[src/rtl/bspce_pkg.sv]
// Shared types, constants and helpers for the B-spline curve point evaluator.
`default_nettype none
package bspce_pkg;

  localparam int MAX_DEGREE = 7;
  localparam int MAX_POINTS = 64;
  localparam int KNOT_DEPTH = 72;
  localparam int KNOT_AW    = $clog2(KNOT_DEPTH);
  localparam int PT_AW      = $clog2(MAX_POINTS);
  localparam int DEG_W      = 3;
  localparam int CNT_W      = 7;
  localparam int IDX_W      = 7;
  localparam int BAS_AW     = $clog2(MAX_DEGREE + 1);
  localparam int S_TDATA_W  = 168;
  localparam int M_TDATA_W  = 104;

  localparam logic signed [31:0] ONE_Q30 = 32'sh4000_0000;

  localparam logic [1:0] CMD_KNOT  = 2'd0;
  localparam logic [1:0] CMD_POINT = 2'd1;
  localparam logic [1:0] CMD_EVAL  = 2'd2;

  localparam logic CFG_DEGREE = 1'b0;
  localparam logic CFG_COUNT  = 1'b1;

  typedef enum logic [4:0] {
    S_IDLE, S_LAST, S_SCAN_RD, S_SCAN_CMP, S_LF_RD, S_RT_RD, S_RT_CAP,
    S_DSUM, S_DIV_A, S_DIV_B, S_MUL_A, S_MUL_B, S_UPD,
    S_OUT_RD, S_OUT_X, S_OUT_Y, S_OUT_Z, S_OUT_ACC, S_FIN
  } st_t;

  typedef struct packed {
    logic [1:0]        cmd;
    logic [IDX_W-1:0]  idx;
    logic signed [31:0] knot;
    logic signed [31:0] x;
    logic signed [31:0] y;
    logic signed [31:0] z;
    logic signed [31:0] u;
  } req_t;

  typedef struct packed {
    logic signed [31:0] x;
    logic signed [31:0] y;
    logic signed [31:0] z;
    logic [IDX_W-1:0]   span;
  } res_t;

  typedef struct packed {
    logic [DEG_W-1:0] deg;
    logic [CNT_W-1:0] cnt;
  } cfg_t;

  typedef struct packed {
    logic               start;
    logic signed [32:0] num;
    logic signed [33:0] den;
  } div_req_t;

  typedef struct packed {
    logic               done;
    logic signed [31:0] quo;
  } div_rsp_t;

  function automatic logic signed [31:0] sat32(input logic signed [63:0] v);
    logic signed [31:0] r;
    if (v > 64'sh0000_0000_7FFF_FFFF) r = 32'sh7FFF_FFFF;
    else if (v < -64'sh0000_0000_8000_0000) r = 32'sh8000_0000;
    else r = v[31:0];
    return r;
  endfunction

endpackage
`default_nettype wire

[src/rtl/bspce_div.sv]
// Radix-2 restoring divider giving a saturated Q2.30 ratio num / den.
`default_nettype none
module bspce_div (
  input  wire logic                clk,
  input  wire logic                rst,
  input  wire bspce_pkg::div_req_t req,
  output bspce_pkg::div_rsp_t      rsp
);
  import bspce_pkg::*;

  logic        busy, done_q, neg_q, ovf_q;
  logic [5:0]  cnt_q;
  logic [33:0] rem_q, dmag_q;
  logic [62:0] dvd_q;
  logic [32:0] q_q;
  logic [32:0] num_mag;
  logic [33:0] den_mag;
  logic [34:0] rem_sh, diff;
  logic        ge, big_pos, big_neg;
  logic [32:0] q_neg;

  assign num_mag = req.num[32] ? (~req.num + 33'd1) : req.num;
  assign den_mag = req.den[33] ? (~req.den + 34'd1) : req.den;
  assign rem_sh  = {rem_q, dvd_q[62]};
  assign diff    = rem_sh - {1'b0, dmag_q};
  assign ge      = rem_sh >= {1'b0, dmag_q};

  always_ff @(posedge clk) begin
    if (rst) begin
      busy   <= 1'b0;
      done_q <= 1'b0;
    end else begin
      done_q <= 1'b0;
      if (req.start) begin
        busy   <= 1'b1;
        cnt_q  <= 6'd62;
        rem_q  <= '0;
        q_q    <= '0;
        ovf_q  <= 1'b0;
        dmag_q <= den_mag;
        dvd_q  <= {num_mag, 30'b0};
        neg_q  <= req.num[32] ^ req.den[33];
      end else if (busy) begin
        rem_q <= ge ? diff[33:0] : rem_sh[33:0];
        q_q   <= {q_q[31:0], ge};
        ovf_q <= ovf_q | q_q[32];
        dvd_q <= {dvd_q[61:0], 1'b0};
        cnt_q <= cnt_q - 6'd1;
        if (cnt_q == 6'd0) begin
          busy   <= 1'b0;
          done_q <= 1'b1;
        end
      end
    end
  end

  // A negative ratio may reach exactly -2.0, a positive one stops one below.
  assign big_pos = ovf_q | q_q[32] | q_q[31];
  assign big_neg = ovf_q | q_q[32] | (q_q[31] & (|q_q[30:0]));
  assign q_neg   = ~q_q + 33'd1;

  always_comb begin
    rsp.done = done_q;
    if (neg_q) rsp.quo = big_neg ? 32'sh8000_0000 : q_neg[31:0];
    else       rsp.quo = big_pos ? 32'sh7FFF_FFFF : q_q[31:0];
  end

endmodule
`default_nettype wire

[config.mk]
export PLATFORM = sky130hd
export DESIGN_NAME = bspce_div
export DESIGN_NICKNAME = d
export VERILOG_FILES = /design/src/rtl/bspce_pkg.sv /design/src/rtl/bspce_div.sv
export SDC_FILE = /design/constraint.sdc
export NUM_CORES = 1
export LEC_CHECK = 0
export BUFFER_PORTS_ARGS = -buffer_cell sky130_fd_sc_hd__buf_2
export CAP_MARGIN = 20
export CORE_ASPECT_RATIO = 1.4
export CORE_MARGIN = 5
export CORE_UTILIZATION = 44
export CTS_CLUSTER_SIZE = 28
export DETAILED_ROUTE_END_ITERATION = 8
export HOLD_SLACK_MARGIN = 0.05
export PLACE_DENSITY = 0.7
export SETUP_SLACK_MARGIN = 0.2
export SLEW_MARGIN = 20
export SYNTH_ARGS = -nofsm -noshare
export SYNTH_HDL_FRONTEND = slang
export SYNTH_SLANG_ARGS = --single-unit
[constraint.sdc]
create_clock -name clk -period 6.5 [get_ports clk]
set_input_delay 0.325 -clock clk [delete_from_list [all_inputs] [get_ports clk]]
set_output_delay 0.325 -clock clk [all_outputs]
set_load 0.005 [all_outputs]
# Yosys cells after proc, flatten, opt, wreduce, memory -nomap -nowiden
# Cells that the tools add are included.
[classes] add_sub_neg=5 order_cmp=1 mux=16 bitwise=10 n_reduce_logical=6
[op_table] cell="$mux W63" n=2
[op_table] cell="$mux W33" n=3
[op_table] cell="$mux W32" n=3
[op_table] cell="$mux W34" n=2
[op_table] cell="$ge A35 B34 Y1" n=1
[op_table] cell="$add A34 B1 Y34 const B" n=1
[op_table] cell="$not A34 Y34" n=1
[op_table] cell="$sub A34 B34 Y34" n=1
[op_table] cell="$add A33 B1 Y33 const B" n=1
[op_table] cell="$not A33 Y33" n=1
[op_table] cell="$add A32 B1 Y32 const B" n=1
[op_table] cell="$not A32 Y32" n=1
[op_table] cell="$reduce_or A31 Y1" n=1
[op_table] cell="$logic_not A6 Y1" n=1
[op_table] cell="$mux W6" n=1
[op_table] cell="$sub A6 B1 Y6 const B" n=1
[op_table] cell="$mux W1" n=5
[op_table] cell="$reduce_and A2 Y1" n=2
[op_table] cell="$or A1 B1 Y1" n=3
[op_table] cell="$reduce_or A3 Y1" n=1
[op_table] cell="$not A1 Y1" n=2
[op_table] cell="$reduce_bool A2 Y1" n=1
[op_table] cell="$and A1 B1 Y1" n=1
[op_table] cell="$xor A1 B1 Y1" n=1
[word_totals] reg_bits=173

# Depth between registers and ports, before layout
[depth] depth_word=5 ltp_mapped=13 depth_no_buf=12

# Least setup slack after synthesis
# Ideal clock, no wire load.
[synth_timing] kind="input to register" from="input port req[67] (netlist bit)" to="register cnt_q[0], enable pin" setup_time_ps=574 arrival_ps=5129 setup_slack_ps=797 stages=3 path_cell_list="clkbuf_1 -> nor2_1 -> nor2_1"
[synth_between] elab_chain_len=2
[synth_rtl] item="start: declaration" line="bspce_div.sv:6" text="input wire bspce_pkg::div_req_t req,"
[synth_rtl] item="$reduce_bool A2 Y1 (no source line)"
[synth_rtl] item="$reduce_and A2 Y1 (no source line)"
[synth_rtl] item="end signal: assignment" line="bspce_div.sv:48" text="cnt_q <= cnt_q - 6'd1;"
[synth_rtl] item="end: declaration" line="bspce_div.sv:12" text="logic [5:0] cnt_q;"
# No other way between the ends.
# A chain may end at the register's enable or synchronous reset.

==> flow_metrics.py <==
metrics = {
    "worst_hold_path": {
        "min-delay-path-class": "primary input to register",
        "timing.hold.worst_path_depth": 1,
        "hold_end": "dmag_q[0]",
        "worstHoldStart": "req[0]",
    },
    "routing": {
        "total_via_count_in_the_routed_design": 8066,
        "first_pass_iters": 5,
        "avgRoutedWirePerCell_um": 16.2,
        "via_per_inst": 5.77,
        "postRouteAntennaNets": 0,
        "detailedRoute.firstIterationViolations": 542,
        "finalWirelength_mm": 22.7,
        "post-route-drc-count": 0,
    },
    "logic_synthesis": {
        "synth_top_area_share_pct": 43.5,
        "yosys_register_bits": 144,
        "leading_post_synthesis_cells_by_cell_area": "sky130_fd_sc_hd__edfxtp_1, sky130_fd_sc_hd__ha_1, sky130_fd_sc_hd__xnor2_1",
        "synth_mux_area_share_pct": 1.84,
        "syn_area_um2": 9790,
        "yosysSeqAreaShare_pct": 44.0,
        "synth_cell_types": 65,
        "synthSimpleGateAreaFrac_pct": 17.7,
        "complex_gate_fraction_of_the_synthesized_area_pct": 19.1,
        "nets_in_the_synthesized_netlist": 1122,
        "synth_top_family_by_area": "compound AO/OA/AOI/OAI gates",
        "synth-warning-count": 0,
        "synth-edff-count": 142,
        "netlist_instances": 1012,
        "synth_largest_area_cell": "sky130_fd_sc_hd__edfxtp_1",
        "asyncSetResetFlopFracSynth_pct": 0,
        "synth_xor_area_share_pct": 8.23,
        "postSynth.topFlopCell": "sky130_fd_sc_hd__edfxtp_1",
        "synthAdderAreaFrac_pct": 5.19,
        "syn-mean-instance-area_um2": 9.68,
    },
    "setup_path": {
        "worst_setup_path_start_kind": "register",
        "startpoint_of_the_worst_slack_reg_to_reg_timing_path": "rem_q[27]",
        "crit_path_max_fanout": 33,
        "worst-r2r-cell-count": 9,
        "cp-end-kind": "output pin",
        "timing.critical_path.required_ns": 6.17,
        "r2r_setup_slack_ns": 2.73,
        "critical_path_class": "register to output pin",
        "reg2reg_to": "rem_q[18]",
        "timing.critical_path.arrival_ns": 4.18,
    },
    "clocking": {
        "postCtsResizedCells": 0,
        "cts_hold_buf": 0,
        "clock-sinks": 144,
        "cts.repair_timing.setup_buffer_count": 0,
        "tritoncts_clock_tree": "yes",
        "insertion_delay_ns": 0.42,
        "cts_root_buf": "sky130_fd_sc_hd__clkbuf_16",
        "clk_transition_reported_paths_ns": 0.06,
        "cts_inserted_buffers": 17,
        "cts_buffer_depth": 2,
        "cts_htree_levels": 4,
    },
    "timing": {
        "slew_headroom_pct": 31.7,
        "achievable-frequency_ghz": 0.222,
        "slew_viol_final": 0,
        "clock-skew-final_ns": 0.0109,
        "grt_setup_unrepaired": "no",
        "worstMarginPinSlew_ns": 1.02,
        "final-hold-violation-count": 0,
        "fin_crit_sh_pct": 69.3,
        "setup_viol": 0,
        "setup_slack_ns": 2.00,
        "setup_tns_ns": 0,
        "final.min_clock_period_ns": 4.50,
    },
    "global_routing": {
        "antenna_found_initial": 0,
        "globalRouteMet3Util_pct": 2.96,
        "grt_most_used_layer": "met2",
        "grt_pass1_vias": 7705,
        "gr-usage-all-layers_pct": 18.0,
        "grt_max_degree": 94,
        "use_met2_pct": 31.4,
        "grt_pass1_wl_mm": 37.5,
        "globalRouteMet1Util_pct": 22.5,
        "overflow": 0,
    },
    "power_and_ir_drop": {
        "clkPwrFrac_pct": 34.2,
        "netSwitchingFraction_pct": 29.7,
        "power-per-cell-area_nw_per_um2": 258,
        "share_comb_of_total_power_pct": 24.9,
        "p_total_mw": 2.87,
        "total_leakage_power_nw": 4.16,
        "cell_internal_power_mw": 2.02,
        "p_sw_mw": 0.853,
        "power_frac_seq_pct": 40.8,
        "power.ir.vdd_worst_mv": 0.181,
    },
    "floorplan": {
        "chipWidth_um": 136,
        "fp.dieArea_um2": 25400,
        "initial_utilization_pct": 44.8,
        "coreArea_um2": 21900,
        "io-pin-count": 103,
        "core.rowCount": 64,
        "die-height_um": 187,
    },
    "layout": {
        "num-fill-cells": 2017,
        "synthToLayoutAreaGrowth_pct": 13.6,
        "layout.nets": 1199,
        "mostFrequentLayoutCell": "sky130_fd_sc_hd__edfxtp_1",
        "design_area_um2": 11100,
        "mostFrequentLayoutCells": "sky130_fd_sc_hd__edfxtp_1, sky130_fd_sc_hd__nor2_1, sky130_fd_sc_hd__buf_2, sky130_fd_sc_hd__a21oi_1, sky130_fd_sc_hd__o21ai_0",
        "antenna_cells": 0,
        "register_area_um2": 4300,
        "final_layout_size_suffix_gt1_share_pct": 14.3,
        "multiInputGateArea_um2": 5120,
        "final_cells": 1399,
    },
    "flow_run": {
        "drv_cap": 0,
    },
    "status": {
        "status": "finished clean",
    },
    "placed_design": {
        "buffer_ports.inserted": 102,
        "dp.cells": 1367,
        "preCtsSetupSlack_ns": 2.50,
        "dp.final_hpwl_mm": 16.5,
        "placed_area_um2": 10500,
        "place_congestion": 0.915,
    },
}
per-stage QoR:
| stage | hold WS, ns | util, % |
|---|---|---|
| CTS | 0.102 | 50.9 |
| finish | 0.123 | 50.9 |
| global route | 0.116 | 50.9 |
| detailed placement | 0.509 | 48.2 |
| global placement | 0.500 | 48.2 |
| floorplan | 0.397 | - |
metal layers:
metal | up-vias | routed length [um]
li1 | 3951 | -
met2 | 242 | 11600
met4 | 0 | 433
met3 | 29 | 999
met5 | - | 0
met1 | 3844 | 9720
power groups by stage:
stage	Clock, mW	Combinational, mW	Sequential (mW)
2_1_floorplan	0	0.525	1.18
3_3_place_gp	0	0.698	1.19
3_5_place_dp	0	0.710	1.19
4_1_cts	1.00	0.715	1.17
5_1_grt	1.05	0.796	1.18
6_report	0.983	0.716	1.17
flip-flops by register name, indices dropped and copies added (netlist names):
name    count
dvd_q      33
dmag_q     34
busy        1
q_q        33
cnt_q       6
ovf_q       1
neg_q       1
done_q      1
rem_q      34
worst max path at each step:
stage / from / endpoint / slack [ns] / cells after the start
2_1_floorplan: req[67] / cnt_q[0] / 0.80 / 3
3_3_place_gp: q_q[1] / rsp[19] / 2.57 / 10
3_5_place_dp: q_q[0] / rsp[16] / 2.50 / 10
4_1_cts: q_q[0] / rsp[16] / 2.03 / 10
5_1_grt: q_q[1] / rsp[9] / 1.64 / 10
6_report: q_q[1] / rsp[16] / 2.00 / 10
cells in the mapped netlist, types with 3 or more instances:
cell type / count
sky130_fd_sc_hd__edfxtp_1: 142
sky130_fd_sc_hd__nor2_1: 106
sky130_fd_sc_hd__a21oi_1: 78
sky130_fd_sc_hd__o21ai_0: 73
sky130_fd_sc_hd__nand2_1: 66
sky130_fd_sc_hd__xnor2_1: 55
sky130_fd_sc_hd__inv_1: 53
sky130_fd_sc_hd__nor2b_1: 42
sky130_fd_sc_hd__ha_1: 39
sky130_fd_sc_hd__xor2_1: 37
sky130_fd_sc_hd__clkbuf_1: 34
sky130_fd_sc_hd__nor3_1: 25
sky130_fd_sc_hd__mux2i_1: 18
sky130_fd_sc_hd__o31ai_1: 17
sky130_fd_sc_hd__o311ai_0: 16
sky130_fd_sc_hd__or4_1: 16
sky130_fd_sc_hd__nand3_1: 15
sky130_fd_sc_hd__a211oi_1: 14
sky130_fd_sc_hd__o21a_1: 13
sky130_fd_sc_hd__o211a_1: 11
sky130_fd_sc_hd__o41ai_1: 10
sky130_fd_sc_hd__or3_1: 10
sky130_fd_sc_hd__a21o_1: 9
sky130_fd_sc_hd__nand4_1: 8
sky130_fd_sc_hd__nor4_1: 8
sky130_fd_sc_hd__buf_1: 6
sky130_fd_sc_hd__o22ai_1: 6
sky130_fd_sc_hd__or2_2: 6
sky130_fd_sc_hd__a211o_1: 5
sky130_fd_sc_hd__a221o_1: 4
sky130_fd_sc_hd__buf_2: 4
sky130_fd_sc_hd__o211ai_1: 4
sky130_fd_sc_hd__or4_4: 4
sky130_fd_sc_hd__a21boi_0: 3
sky130_fd_sc_hd__a31oi_1: 3
sky130_fd_sc_hd__and2_1: 3
sky130_fd_sc_hd__and3_1: 3
sky130_fd_sc_hd__nor3b_1: 3
sky130_fd_sc_hd__nor4_4: 3
sky130_fd_sc_hd__o32ai_1: 3
sky130_fd_sc_hd__or3_4: 3
worst max-delay path, stage by stage (launching register included):
cell and delay (ns):
sky130_fd_sc_hd__edfxtp_1 0.41, sky130_fd_sc_hd__inv_1 0.10, sky130_fd_sc_hd__ha_1 0.18, sky130_fd_sc_hd__nor3b_2 0.32, sky130_fd_sc_hd__nand3_1 0.33, sky130_fd_sc_hd__nor3_2 0.34
sky130_fd_sc_hd__nand4_1 0.13, sky130_fd_sc_hd__a211o_1 0.67, sky130_fd_sc_hd__or2_2 0.59, sky130_fd_sc_hd__o311ai_0 0.48, sky130_fd_sc_hd__buf_2 0.20
layout make-up:
type	count	share of cell area, %
well taps	297	3.34
clock buffers	19	3.89
repair buffers	104	4.75
flip-flops and latches	144	38.7
clock inverters	13	1.46
multi-input cells	768	46.0
inverters	54	1.82
kinds of logic (layout without fill, tap and decap cells):
logic type      after synthesis  count (layout)
buf+inv                     100             190
simple gates                333             333
flops                       144             144
fa+ha+maj                    40              40
compound gates              285             285
xor+xnor                     92              92
mux                          18              18
Note: power is estimated with default switching activity, not from simulation.
